File: config.mk
export PLATFORM = sky130hd
export DESIGN_NAME = cds_ram
export DESIGN_NICKNAME = d
export VERILOG_FILES = /design/src/rtl/cds_ram.sv
export SDC_FILE = /design/constraint.sdc
export NUM_CORES = 1
export LEC_CHECK = 0
export ABC_AREA = 1
export BUFFER_PORTS_ARGS = -buffer_cell sky130_fd_sc_hd__clkbuf_2
export CAP_MARGIN = 10
export CORE_AREA = 4 4 102 104
export CTS_BUF_LIST = sky130_fd_sc_hd__clkbuf_4
export CTS_CLUSTER_SIZE = 8
export DETAILED_ROUTE_END_ITERATION = 6
export DIE_AREA = 0 0 106 108
export PLACE_DENSITY = 0.79
export SYNTH_ARGS = -nofsm -noshare
export SYNTH_HDL_FRONTEND = slang
export SYNTH_SLANG_ARGS = --single-unit
File: constraint.sdc
create_clock -name i_clk -period 1.4 [get_ports i_clk]
set_clock_uncertainty 0.2 [all_clocks]
set_input_delay 0.14 -clock i_clk [delete_from_list [all_inputs] [get_ports i_clk]]
set_output_delay 0.14 -clock i_clk [all_outputs]
set_load 0.02 [all_outputs]
File: src/rtl/cds_ram.sv
`default_nettype none
module cds_ram #(
    parameter int unsigned WIDTH = 8,
    parameter int unsigned DEPTH = 16
) (
    input  wire                                        i_clk,
    input  wire                                        i_we,
    input  wire  [((DEPTH>1)?$clog2(DEPTH):1)-1:0]     i_waddr,
    input  wire  [WIDTH-1:0]                           i_wdata,
    input  wire  [((DEPTH>1)?$clog2(DEPTH):1)-1:0]     i_raddr,
    output logic [WIDTH-1:0]                           o_rdata
);
    logic [WIDTH-1:0] r_mem [DEPTH];

    // Write port, registered read port
    always_ff @(posedge i_clk) begin
        if (i_we) begin
            r_mem[i_waddr] <= i_wdata;
        end
        o_rdata <= r_mem[i_raddr];
    end
endmodule
`default_nettype wire

==> results of run 1 <==
-- per-layer routing --
metal / track usage, % / vias to the layer above / share of wire (%)
met5: 0 / - / 0
met4: 12.3 / 0 / 3.2
met3: 5.01 / 33 / 8.5
met2: 40.3 / 222 / 50
met1: 29.5 / 1870 / 38
li1: - / 1896 / -
-- flip-flops by register name, indices dropped and copies added, names as in the netlist --
signal and flops:
r_mem 128, o_rdata 8
-- worst max-delay path: stages --
cell	delay [ns]
sky130_fd_sc_hd__dlygate4sd3_1	0.56
sky130_fd_sc_hd__clkbuf_2	0.20
sky130_fd_sc_hd__inv_1	0.08
sky130_fd_sc_hd__buf_4	0.22
sky130_fd_sc_hd__nand3_1	0.15
sky130_fd_sc_hd__nand3_1	0.18
sky130_fd_sc_hd__nand2_1	0.07
-- kinds of logic after synthesis --
logic type	count (synthesis)
and+or+nand+nor	289
DFF	136
buffers and inverters	126
-- stage by stage --
stage               worst slack, ns  instances
finish                     -0.00105        757
global route                -0.0151        757
CTS                         0.00678        756
detailed placement          -0.0275        713
global placement           -0.00642        713
floorplan                     0.109        551
-- cell usage in the layout (no fill, tap or decap), types with 4 or more instances in the layout --
master and count:
sky130_fd_sc_hd__nand2_1 173, sky130_fd_sc_hd__edfxtp_1 128, sky130_fd_sc_hd__inv_1 100, sky130_fd_sc_hd__nand3_1 97, sky130_fd_sc_hd__buf_4 27, sky130_fd_sc_hd__clkbuf_4 18
sky130_fd_sc_hd__clkbuf_2 18, sky130_fd_sc_hd__nor2_1 17, sky130_fd_sc_hd__dlygate4sd3_1 11, sky130_fd_sc_hd__dfxtp_1 6, sky130_fd_sc_hd__clkinvlp_4 5, sky130_fd_sc_hd__buf_2 4
sky130_fd_sc_hd__buf_12 4
-- layout make-up --
cell class                 instances  area (sq um)
sequential                       136          4010
tap                              133           166
multi-input combinational        289          1210
timing repair buffer              64           503
fill                             734          3010
clock buffer                      18           135
inverter                         102           383
clock inverter                    14           126
antenna                            1          2.50
-- worst paths after layout --
path,start,endpoint,slack [ns],cells after the start
max,i_raddr[2],o_rdata[7],-0.001,7
min,i_we,r_mem[1][6],0.07,4
max reg2reg,r_mem[5][4],o_rdata[4],0.16,6
min reg2reg,r_mem[13][2],o_rdata[2],0.49,6
-- repair_timing --
action	4_1_cts	5_1_grt
hold buffers	11	0
resized for setup	4	8
pin swaps	0	0
endpoints found under the setup margin	2	7
hold endpoints to repair	136	0
-- report_power, final --
part           switching, W  internal (W)
Combinational      0.000424      0.000211
Clock               0.00144      0.000906
Sequential        0.0000276       0.00455
Total               0.00189       0.00566
==> results, run 1 <==
- Setup repair after global routing could not meet its margin everywhere.
- The maximum root-to-sink buffer count is 2.
- The gate count of the mapped netlist is 551.
- The post-route cell area is 0.00654 sq mm.
- The post-route antenna net violation count is 0.
- Subtracting the final worst setup slack from the clock period gives 1.40 ns.
- The top-level I/O count is 26.
- The number of remaining DRC errors is 0.
- The flow ran to the end, but the final reports show violations.
- The fraction of layout cells with a size suffix above 1 is 14.3%.
- By area the synthesized netlist is led by sky130_fd_sc_hd__edfxtp_1 (67%), sky130_fd_sc_hd__nand2_1 (11%), sky130_fd_sc_hd__nand3_1 (8.4%), sky130_fd_sc_hd__inv_1 (6.5%), sky130_fd_sc_hd__dfxtp_1 (2.8%).
- The number of antenna violations at the first check in global routing was 1.
- The initial core utilization is 60.4%.
- The H-tree depth reported by CTS is 4.
- The number of setup buffers added after CTS is 0.
- The power density relative to cell area is 1160 mW/mm^2.
- By instance count, the leading cell after synthesis is sky130_fd_sc_hd__nand2_1.
- The maximum fanout along the worst path is 16.
- The register clock-pin slew on the reported worst setup and hold paths is 0.12 ns.
- For this run, the top clock speed supported by timing is 714 MHz.
- The cell type with the highest aggregate area in the netlist is sky130_fd_sc_hd__edfxtp_1.
- Data arrives at the worst endpoint at 1.61 ns.
- The final count of pins violating max slew is 0.
- After synthesis, the share of flip-flops with an asynchronous set or reset is 0%.
- Measured on the finished design, the core utilization comes to 68.4%.
- The total number of nets in the final design is 628.
- After Yosys synthesis, and, or, nand and nor cells account for 21.0% of the synthesized area.
- The critical setup path kind is in -> reg.
- Counting flops and latches in the post-synthesis netlist gives 136.
- The share of synthesized area occupied by flip-flops and latches is 69.4%.
- The number of synthesis warnings is 0.
- After detailed placement, the total cell area comes to 0.00615 sq mm.
- The number of maximum-capacitance violations is 0.
- The cell chosen for the clock root is sky130_fd_sc_hd__clkbuf_4.
- Setup total negative slack on the finished layout was measured at -0.00105 ns.
- The via count of the first global-routing pass was 4,046.
- The initialized floorplan defines 36 standard-cell rows.
- The element type at the critical path end is a flip-flop.
- After detailed routing, the average wire length per cell comes to 16.8 um.
- The layout overhead on the synthesized area is 13.3%.
- Input and output buffers added on the ports amount to 25.
- In this run the vertical extent of the chip is 108 um.
- The xor-xnor portion of the synthesized cell area is 0%.
- The CTS buffer count is 17.
- Of the post-synthesis cell area, the part taken by muxes is 0%.
- Summing the areas of all compound-gate instances in the mapped netlist gives 0% of the synthesized area.
- The detailed router finished its first iteration with 357 violations.
- Summing the areas of all fa, ha and maj instances in the mapped netlist gives 0% of the synthesized area.
- The most frequently used flop master after synthesis is sky130_fd_sc_hd__edfxtp_1.
- The area share of the largest cell type after synthesis is 66.7%.
- The final cycle utilization of the critical path is 100%.
- The synthesized design contains 128 enable-type register cells.
- Routability-driven placement finished with a final weighted congestion of 0.885.
- Setup violations remaining at the end of the flow were counted as 1.
- The critical path required time is 1.61 ns.
- The commonest cells after synthesis are sky130_fd_sc_hd__nand2_1 (173), sky130_fd_sc_hd__edfxtp_1 (128), sky130_fd_sc_hd__inv_1 (100).
- The area enclosed by the die boundary is 0.0114 sq mm.
- When the netlist entered floorplanning its net count stood at 569.
- The path class of the lowest-slack min-delay path is in -> reg.
- The number of different library cells in the post-synthesis netlist is 12.
- The per-instance average area after synthesis is 10.5 sq um.
- The worst setup path is launched from an input pin.
- At the pin with the least slew margin, the transition time is 0.434 ns.
- Once routing completed, OpenROAD measured the worst setup slack at -0.00105 ns.
- VDD sags by at most 0.833 mV.
- The final-report hold violation count was 0.
- The clock sink total is 136.
- By area, the combinational part of the netlist is dominated by simple AND/OR/NAND/NOR gates.
- The via-per-instance ratio is 5.31.
- The clock latency on the worst-skew pair is 0.51 ns.
- The final layout contains routed wiring with a total length of 12.7 mm.
- The HPWL after detailed placement is 7.78 mm.
- Entering global routing, the biggest net connects 56 pins.
- Summing every instance area after synthesis gives 0.00577 sq mm.
- The sum of overflow across all layers after global routing is 0.
- Across every metal layer, demand over resource in global routing totals 23.9%.
- The worst max-slew margin expressed relative to the limit is 71.0%.
- The first global-routing pass estimated 20.3 mm of wire.
- The CTS tree is yes.
- The total area inside the core boundary comes to 0.00955 sq mm.
- The sum of internal, switching and leakage power is 0.00755 W.
- The width of the die is 106 um.
- The first detailed-routing pass ran for 5 iterations.
- The checks that failed: setup timing.
- The total leakage power is 2.86 nW.
- The number of vias after detailed routing is 4,021.
- The final hold slack is 0.0702 ns.
Power figures use the tool's default switching activity.
==> run 2: changes to the inputs <==
Settings changed: ABC_AREA 1 to default, CORE_AREA 4 4 102 104 to 2 2 95 97, DIE_AREA 0 0 106 108 to 0 0 97 99, PLACE_DENSITY 0.79 to 0.78.
==> results, run 2 <==
- The run finished, with violations left.
- The final reports fail on setup timing.
- The async set-reset flop share out of synthesis is 0%.
- The min-delay analysis places its worst path in the category in -> reg.
- The worst setup path is captured at a flip-flop.
- Summing the areas of all xor and xnor instances in the mapped netlist gives 0% of the synthesized area.
- The maximum root-to-sink buffer count is 2.
- More flip-flops sit in one register than any other, and that register is r_mem.
- For this configuration, the core starts out at a cell density of 60.2%.
- Counting flops and latches in the post-synthesis netlist gives 136.
- The region available for standard cell placement spans 0.00855 sq mm.
- The per-instance average area after synthesis is 22.5 sq um.
- Along the worst path, the maximum fanout reaches 1.
- The filler cells instantiated in the layout total 506.
- The maximum number of pins on one net before global-route repair is 19.
- Max-cap violations in this run came to 0.
- The first detailed-routing pass took 4 iterations.
- The register with the most flip-flops in the layout has 128 of them.
- The sum of overflow across all layers after global routing is 0.
- Ranked by instance count, the synthesized netlist is headed by sky130_fd_sc_hd__edfxtp_1 (128), sky130_fd_sc_hd__mux4_2 (18), sky130_fd_sc_hd__a22oi_1 (16).
- The die covers 0.00960 sq mm.
- The net count of the mapped netlist is 247.
- The detailed-route wire length per cell is 22.4 um.
- The number of antenna repair diodes is 0.
- The worst voltage drop across the vdd grid is 0.721 mV.
- Compared with the post-synthesis result, the final layout area differs by 18.8%.
- The number of different library cells in the post-synthesis netlist is 19.
- The most common cell after layout, fill and taps aside is sky130_fd_sc_hd__edfxtp_1.
- The root buffer cell chosen for the clock tree is sky130_fd_sc_hd__clkbuf_4.
- The power density relative to cell area is 1250 mW/mm^2.
- The overall global routing resource usage is 21.5%.
- Hold repair after CTS inserted 10 buffers.
- Detailed routing placed a total of 601 um of wire on met3.
- The floorplan has 34 rows.
- Once placement finished, the instance area stood at 0.00563 sq mm.
- The setup violation total in the final timing report is 8.
- TritonCTS built the clock tree.
- The register clock-pin slew on the reported worst setup and hold paths is 0.12 ns.
- The final-report hold violation count came to 0.
- Routed signal wires occupy layers up through met4.
- For this run, design rule violations remaining after detail routing come to 0.
- The most frequent cell after synthesis is sky130_fd_sc_hd__edfxtp_1.
- Measured against its own limit, the worst slew margin works out to 41.7%.
- The maximum frequency from static timing analysis is 662 MHz.
- After the first detailed-routing iteration, the DRC count stood at 207.
- For this block, wires on met1 add up to 3.79 mm.
- The die is 97 um wide.
- Wire segments on met2 add up to 5.01 mm in the final route.
- Yosys attributes the largest share of cell area to sky130_fd_sc_hd__edfxtp_1 (75%), sky130_fd_sc_hd__mux4_2 (7.9%), sky130_fd_sc_hd__mux4_1 (7.1%), sky130_fd_sc_hd__dfxtp_1 (3.1%), sky130_fd_sc_hd__a22oi_1 (2.3%).
- The wire length of the first global-routing pass is 14.6 mm.
- Setup repair after global routing could not meet its margin everywhere.
- The main combinational cell family by area after synthesis is multiplexers.
- After detailed routing, the total wire length is 9.46 mm.
- The routed design could run at a clock period as short as 1.51 ns.
- The cell area after technology mapping is 0.00515 sq mm.
- The number of vias after detailed routing is 2,488.
- The post-synthesis compound-gate area fraction is 2.33%.
- The top-level I/O count is 26.
- The gate count of the mapped netlist is 229.
- Dividing the final minimum period by the clock period gives 108%.
- The number of synthesized flops with an enable pin is 128.
- Of the post-synthesis cell area, the dominant cell type holds 74.7%.
- The floorplan step set the die height to 99 um.
- STA classifies the critical path startpoint as a flip-flop.
- In the final layout, the registers with the most flip-flops are r_mem x128, o_rdata x8.
- The number of antenna violations at the first check in global routing is 0.
- The clock reaches the later pin of the worst-skew pair after 0.50 ns.
- The adder-cell share of the synthesized area is 0%.
- The via count of the first global-routing pass is 2,535.
- The CTS buffer count is 17.
- Summed over all nets, the half-perimeter wirelength after detailed placement is 6.29 mm.
- Data on the critical path arrives at its endpoint at 1.70 ns.
- The analysis attributes to cell leakage a power of 2.04 nW.
- After the last flow step, the layout net total stands at 319.
- Among all flip-flop cells after synthesis, the most frequent one is sky130_fd_sc_hd__edfxtp_1.
- The slew at the pin closest to its max-slew limit is 0.871 ns.
- The post-layout worst setup margin is -0.110 ns.
- The fraction of layout cells with a size suffix above 1 is 43.9%.
- The via-per-instance ratio is 5.90.
- The critical path is of the reg -> reg type.
- Multiplexer cells account for 15.0% of the synthesized area.
- The sum of internal, switching and leakage power is 0.00765 W.
- In this run the remaining antenna-violating nets after routing total 0.
- The simple-gate share of the synthesized area is 3.18%.
- Once layout is done, the placed cells without fillers occupy 0.00611 sq mm.
- The tree built by TritonCTS fans out to 136 sinks.
- The final count of pins violating max slew is 0.
- In the layout the commonest cells are sky130_fd_sc_hd__edfxtp_1 (128), sky130_fd_sc_hd__mux4_2 (30), sky130_fd_sc_hd__clkbuf_4 (20).
- The count of buffers added on input and output ports is 25.
- The share of synthesized area occupied by flip-flops and latches is 77.8%.
- Summed over all instances, the cell type with the most area after synthesis is sky130_fd_sc_hd__edfxtp_1.
- The H-tree was split into 4 levels.
- The weighted congestion at the end of routability-driven global placement is 0.770.
- Data on the critical path is required at its endpoint by 1.59 ns.
- The number of synthesis warnings is 0.
-- run 2: final cells by class --
class	instances	area, sq um	share of cell area [%]
clock buffers	19	143	2.33
clock inverters	13	149	2.44
multi-input cells	83	1090	17.9
flip-flops and latches	136	4010	65.6
well taps	108	135	2.21
repair buffers	63	584	9.56
-- run 2: report_power, final --
part / switching (W) / leakage (nW) / internal [W] / total [W]
clock: 0.00139 / 0.150 / 0.00112 / 0.00251
combinational: 0.000287 / 0.665 / 0.000269 / 0.000556
sequential: 0.0000373 / 1.22 / 0.00455 / 0.00458
-- run 2: worst max-delay path, stage by stage (launching register included) --
cell	delay (ns)
sky130_fd_sc_hd__edfxtp_1	0.43
sky130_fd_sc_hd__mux4_2	0.50
sky130_fd_sc_hd__a22oi_2	0.20
sky130_fd_sc_hd__nand2_1	0.08
-- run 2: cell families after synthesis --
| logic type | Yosys count |
|---|---|
| AOI/OAI and AO/OA | 16 |
| and+or+nand+nor | 35 |
| muxes | 32 |
| buffers and inverters | 10 |
| DFF | 136 |
-- run 2: path summary, 6_finish.rpt --
| path | from | slack (ns) | depth (start not counted) | to |
|---|---|---|---|---|
| worst max-delay path | r_mem[3][7] | -0.11 | 3 | o_rdata[7] |
| worst min register to register | r_mem[5][6] | 0.49 | 3 | o_rdata[6] |
| worst min-delay path | i_waddr[3] | 0.04 | 4 | r_mem[0][2] |
| worst max register to register | r_mem[3][7] | -0.11 | 3 | o_rdata[7] |
-- run 2: per-layer routing --
metal	up-vias	track usage (%)
met4	0	6.83
met5	-	0
met2	91	35.5
met1	1279	28.3
met3	5	6.17
li1	1113	-
-- run 2: timing repair --
item / 4_1_cts / 5_1_grt
pin swaps: 4 / 2
gates resized for setup: 17 / 19
endpoints found under the hold margin: 153 / 13
endpoints found under the setup margin: 13 / 32
setup buffers: 0 / 0
-- run 2: per-stage QoR --
stage          util [%]  hold slack (ns)  worst slack [ns]  instances  setup TNS [ns]
3_3_place_gp       65.8            0.351            -0.383        380           -5.15
6_report           71.5           0.0415            -0.110        422          -0.505
2_1_floorplan         -           0.0389           -0.0430        229          -0.388
4_1_cts            71.0         -0.00570            -0.120        422          -0.749
3_5_place_dp       65.8            0.358            -0.445        380           -6.85
5_1_grt            71.5          -0.0144            -0.146        422          -0.992
